**src/rtl/spq_pkg.sv**
```systemverilog
// ----------------------------------------------------------------------------
// spq_pkg
// shared types and codes for the sorted priority queue
// ----------------------------------------------------------------------------
package spq_pkg;

  localparam logic OP_PUSH = 1'b0;
  localparam logic OP_POP  = 1'b1;

  localparam int CNT_OUT_W = 5;

  typedef enum logic [1:0] {
    ST_OK    = 2'd0,
    ST_EMPTY = 2'd1,
    ST_FULL  = 2'd2
  } status_t;

  typedef struct packed {
    logic               op;
    logic signed [31:0] value;
    logic signed [15:0] priority_req;
  } in_item_t;

  typedef struct packed {
    logic signed [31:0]    popped_value;
    status_t               status;
    logic [CNT_OUT_W-1:0]  count;
  } out_item_t;

  typedef struct packed {
    logic signed [31:0] value;
    logic signed [15:0] prio;
  } entry_t;

  typedef struct packed {
    logic   push;
    logic   pop;
    entry_t ent;
  } spq_cmd_t;

endpackage

```
**src/rtl/spq_cell.sv**
```systemverilog
// ----------------------------------------------------------------------------
// spq_cell
// one slot of the sorted chain: keeps, takes the new entry or shifts
// ----------------------------------------------------------------------------
module spq_cell (
  input  logic              clk,
  input  spq_pkg::spq_cmd_t cmd,
  input  logic              occupied,
  input  logic              prev_take,
  input  spq_pkg::entry_t   prev_ent,
  input  spq_pkg::entry_t   next_ent,
  output logic              take_o,
  output spq_pkg::entry_t   ent_o
);
  import spq_pkg::*;

  entry_t ent_r;
  entry_t ent_nxt;

  // free slot or stored priority strictly below the new one
  assign take_o = !occupied || ($signed(ent_r.prio) < $signed(cmd.ent.prio));
  assign ent_o  = ent_r;

  always_comb begin
    ent_nxt = ent_r;
    if (cmd.push) begin
      if (prev_take) begin
        ent_nxt = prev_ent;
      end else if (take_o) begin
        ent_nxt = cmd.ent;
      end
    end else if (cmd.pop) begin
      ent_nxt = next_ent;
    end
  end

  always_ff @(posedge clk) begin
    ent_r <= ent_nxt;
  end

endmodule

```
**src/rtl/sorted_priority_queue_unit.sv**
```systemverilog
// ----------------------------------------------------------------------------
// sorted_priority_queue_unit
// bounded priority queue kept sorted in a chain of cells
// ----------------------------------------------------------------------------
// usage:
//   in_data carries op (push or pop), value and priority_req; a transfer
//   happens when in_valid and in_ready are both high.
//   every input transfer gives exactly one result on out_data: the popped
//   value (0 unless a pop succeeded), a status and the count afterwards.
//   out_valid rises in the cycle after an input transfer. one item per
//   cycle is sustained while out_ready stays high, as the whole cell row
//   updates at once: every cell compares its priority with the new one
//   in parallel and shifts toward its neighbor in the same cycle.
//   equal priorities leave in arrival order. a push to a full queue is
//   dropped with status full, a pop on an empty queue gives status empty.
//   reset (rst_n low, synchronous) empties the queue and drops any pending
//   result. while out_ready is low a waiting result holds and in_ready
//   drops; the input side resumes in the cycle the result is taken.
// ----------------------------------------------------------------------------
module sorted_priority_queue_unit #(
  parameter int DEPTH = 16
) (
  input  logic               clk,
  input  logic               rst_n,
  input  logic               in_valid,
  output logic               in_ready,
  input  spq_pkg::in_item_t  in_data,
  output logic               out_valid,
  input  logic               out_ready,
  output spq_pkg::out_item_t out_data
);
  import spq_pkg::*;

  localparam int CW = $clog2(DEPTH + 1);
  localparam logic [CW-1:0] FULL_CNT = CW'(DEPTH);

  logic [CW-1:0] count_r;
  logic [CW-1:0] count_nxt;
  logic          out_valid_r;
  logic          out_valid_nxt;
  out_item_t     out_data_r;
  out_item_t     out_data_nxt;

  logic     accept;
  logic     is_full;
  logic     is_empty;
  spq_cmd_t cmd;

  logic   take   [DEPTH];
  entry_t ent    [DEPTH];

  assign in_ready  = !out_valid_r || out_ready;
  assign accept    = in_valid && in_ready;
  assign is_full   = (count_r == FULL_CNT);
  assign is_empty  = (count_r == '0);
  assign out_valid = out_valid_r;
  assign out_data  = out_data_r;

  assign cmd.push      = accept && (in_data.op == OP_PUSH) && !is_full;
  assign cmd.pop       = accept && (in_data.op == OP_POP) && !is_empty;
  assign cmd.ent.value = in_data.value;
  assign cmd.ent.prio  = in_data.priority_req;

  for (genvar i = 0; i < DEPTH; i++) begin : g_cell
    localparam logic [CW-1:0] IDX = CW'(i);
    logic   occ;
    logic   p_take;
    entry_t p_ent;
    entry_t n_ent;

    assign occ = (IDX < count_r);

    if (i == 0) begin : g_first
      assign p_take = 1'b0;
      assign p_ent  = ent[0];
    end else begin : g_mid
      assign p_take = take[i-1];
      assign p_ent  = ent[i-1];
    end

    if (i == DEPTH - 1) begin : g_last
      assign n_ent = ent[i];
    end else begin : g_next
      assign n_ent = ent[i+1];
    end

    spq_cell u_cell (
      .clk       (clk),
      .cmd       (cmd),
      .occupied  (occ),
      .prev_take (p_take),
      .prev_ent  (p_ent),
      .next_ent  (n_ent),
      .take_o    (take[i]),
      .ent_o     (ent[i])
    );
  end

  always_comb begin
    count_nxt = count_r;
    if (cmd.push) begin
      count_nxt = count_r + CW'(1);
    end else if (cmd.pop) begin
      count_nxt = count_r - CW'(1);
    end

    out_data_nxt.popped_value = cmd.pop ? ent[0].value : 32'sd0;
    out_data_nxt.count        = CNT_OUT_W'(count_nxt);
    if (in_data.op == OP_POP) begin
      out_data_nxt.status = is_empty ? ST_EMPTY : ST_OK;
    end else begin
      out_data_nxt.status = is_full ? ST_FULL : ST_OK;
    end

    out_valid_nxt = out_valid_r;
    if (accept) begin
      out_valid_nxt = 1'b1;
    end else if (out_ready) begin
      out_valid_nxt = 1'b0;
    end
  end

  always_ff @(posedge clk) begin
    if (!rst_n) begin
      count_r     <= '0;
      out_valid_r <= 1'b0;
    end else begin
      count_r     <= count_nxt;
      out_valid_r <= out_valid_nxt;
    end
  end

  always_ff @(posedge clk) begin
    if (accept) begin
      out_data_r <= out_data_nxt;
    end
  end

endmodule

```
**config.mk**
```make
export PLATFORM = sky130hd
export DESIGN_NAME = sorted_priority_queue_unit
export DESIGN_NICKNAME = d
export VERILOG_FILES = /design/src/rtl/spq_pkg.sv /design/src/rtl/spq_cell.sv /design/src/rtl/sorted_priority_queue_unit.sv
export SDC_FILE = /design/constraint.sdc
export NUM_CORES = 2
export LEC_CHECK = 0
export ABC_CLOCK_PERIOD_IN_PS = 8250
export BUFFER_PORTS_ARGS = -buffer_cell sky130_fd_sc_hd__buf_4
export CORE_AREA = 2 2 384 234
export CTS_CLUSTER_SIZE = 30
export DETAILED_ROUTE_END_ITERATION = 8
export DIE_AREA = 0 0 386 236
export GPL_ROUTABILITY_DRIVEN = 0
export PLACE_DENSITY = 0.81
export SLEW_MARGIN = 15
export SYNTH_ARGS = -nofsm -noshare
export SYNTH_HDL_FRONTEND = slang
export SYNTH_HIERARCHICAL = 1
export SYNTH_SLANG_ARGS = --single-unit
```
**constraint.sdc**
```tcl
create_clock -name clk -period 8.25 [get_ports clk]
set_input_delay 1.65 -clock clk [delete_from_list [all_inputs] [get_ports clk]]
set_output_delay 1.65 -clock clk [all_outputs]
set_load 0.01 [all_outputs]
```
==> results.ini <==
[outcome]
status=completed

[global_route]
grt_pass1_wl_mm=184.0
overflow=0
grtUsageTotal=0.2538
antenna_found_initial=0
grt_max_degree=226
grt_pass1_vias=31470

[critical_path]
cp_max_fo=49
path_buf_inv=3
path_cells=buf_4, inv_1, ha_1, nand4_1, or2_0, or4_1, nand4_1, nand3_4, nand3b_1, or4_1, nor3b_2, buf_4
critPathLaunchType=primary input
slowest_delay_ps=680
reg2reg_depth=9
critPathTopFamily=simple AND/OR/NAND/NOR gates
crit_slowest_cell=nand3_4
critPathArrivalTime_ps=5860
path_depth=12
worstSetupEndpointType=flop
required_ps=8610
crit_type=primary input to flop

[power_and_ir_drop]
p_seq_frac=0.474
p_sw_mw=3.567
leakagePower_nw=24.17
vdd_drop_max_mv=0.1692
combinationalPowerShare=0.212
p_int_mw=8.268
p_per_area_nw_per_um2=227.8
clock_power_share=0.314
swShare=0.3014

[finish]
fin_nets=4718
antenna_cells=0
area_growth_pct=8.822
layout-drive-gt1-share=0.07089
fill_cells=7031

[clocking]
cts_made_buffers=79
clkTransAtPathRegs_ps=60
cts_setup_buffers=0
cts_tree=yes
clock_latency_ps=670
cts.sinks=813
clk_path_buf_depth=3
htree_levels=3
ctsHoldBuffers=0
cts_root_buf=clkbuf_16
cts_resized=0

[die]
dieHeight_um=236
die_x_um=386
core_um2=88170
rows=85
dieArea_um2=91100
io_pins=94
start_util=0.5415

[detailed_routing]
wl_per_cell_um=20.75
via_per_inst=6.079
dr.pass1.iters=6
drt_iter0_drc=4879
drc_errors=0
routed_wl_mm=117.5
antenna_left=0
num_vias=34410

[sta]
period_minus_slack_ps=5500
fin_ws_ps=2750
worst_pin_slew_ps=1106
setup-violations-final=0
fin_crit_sh=0.6667
finClkSkew_ps=21.96
rsz0062_at_grt=false
max-slew-margin-rel=0.2595
tns_ps=0
hold_violations=0
slew_viol_final=0
max_freq_mhz=181.8

[synth]
syn_inst=4486
synthesis.nets=4783
syn_avg_cell_area_um2=10.64
synth_area_um2=47740
yosysWarnings=6

[worst_hold_path]
hp-class=flop to flop
hold_depth=1

[place]
pre_cts_ws_ps=2140
hpwl_mm=82.61
portBuffers=93

[job]
max-cap-violations=0

final timing paths:
path,start,end,slack [ps]
setup / recovery,in_data[11],g_cell[1].u_cell/ent_o[43],2750
hold / removal,g_cell[0].u_cell/ent_o[23],out_data[14],580
hold reg to reg,g_cell[0].u_cell/ent_o[23],out_data[14],580
setup reg to reg,count_r[0],g_cell[0].u_cell/ent_o[39],3490
per-layer routing:
layer	wire length [um]	track usage	vias up
met5	0	0	-
met4	1758	0.05070	0
met3	15320	0.05602	124
met2	43410	0.3074	1906
met1	56960	0.4427	16140
li1	-	-	16230
power groups by stage:
stage | sequential (mW) | clock, mW | combinational, mW
2_1_floorplan | 5.56 | 0 | 1.80
4_1_cts | 5.60 | 3.77 | 2.47
5_1_grt | 5.66 | 3.92 | 2.76
6_report | 5.61 | 3.72 | 2.51
3_5_place_dp | 5.68 | 0 | 2.45
3_3_place_gp | 5.66 | 0 | 2.35
state kept, by name, summed over array words and instances (netlist names):
register	flops
g_cell.u_cell/ent_o	768
out_data	39
count_r	5
out_valid	1
area by class of cell:
type                    instances  area [um2]  share of cell area
clock inverters                51       474.2            0.009128
repair buffers                134        1081             0.02081
clock buffers                  95        2101             0.04044
inverters                     289        1085             0.02088
multi-input cells            3104       21390              0.4117
well taps                    1174        1469             0.02828
flip-flops and latches        813       24350              0.4688
worst register-to-register path: cells and delay by family (launching register included):
family                     cells  cell delay, ps
and+or+nand+nor                3            1260
AOI/OAI and AO/OA              1             240
adders and majority gates      1             330
buffers and inverters          4            2080
DFF                            1             650
per-stage QoR:
stage | util | std cells | cell area (um2) | total power [mW] | hold slack [ps]
after floorplan | - | 4486 | 47740 | 7.361 | 548.5
after global placement | 0.5600 | 5514 | 49370 | 8.014 | 566.2
after detailed placement | 0.5600 | 5514 | 49370 | 8.136 | 571.9
after CTS | 0.5892 | 5660 | 51950 | 11.83 | 586.2
after global routing | 0.5892 | 5660 | 51950 | 12.34 | 619.2
final | 0.5892 | 5660 | 51950 | 11.83 | 578.7
layout by cell type (no fill, tap or decap), types with 8 or more instances in the layout:
cell type and n:
nand3_1 10, clkbuf_16 82, a211oi_1 10, a41oi_2 12
nor2_1 804, nand2b_1 38, a21o_1 26, ha_1 244
a311oi_1 20, clkinv_2 17, mux2i_1 772, a2111oi_2 10
buf_4 128, o41ai_1 10, o21a_1 12, nand2_1 51
edfxtp_1 807, nand3_4 9, nor3b_2 10, or4_1 20
a21oi_1 839, clkbuf_1 13, bufinv_16 8, nand4_1 55
inv_1 289, clkinv_1 17, o21ai_0 43, nand3b_1 10
and2_1 33, or2_0 10
Note: power is estimated with default switching activity, not from simulation.
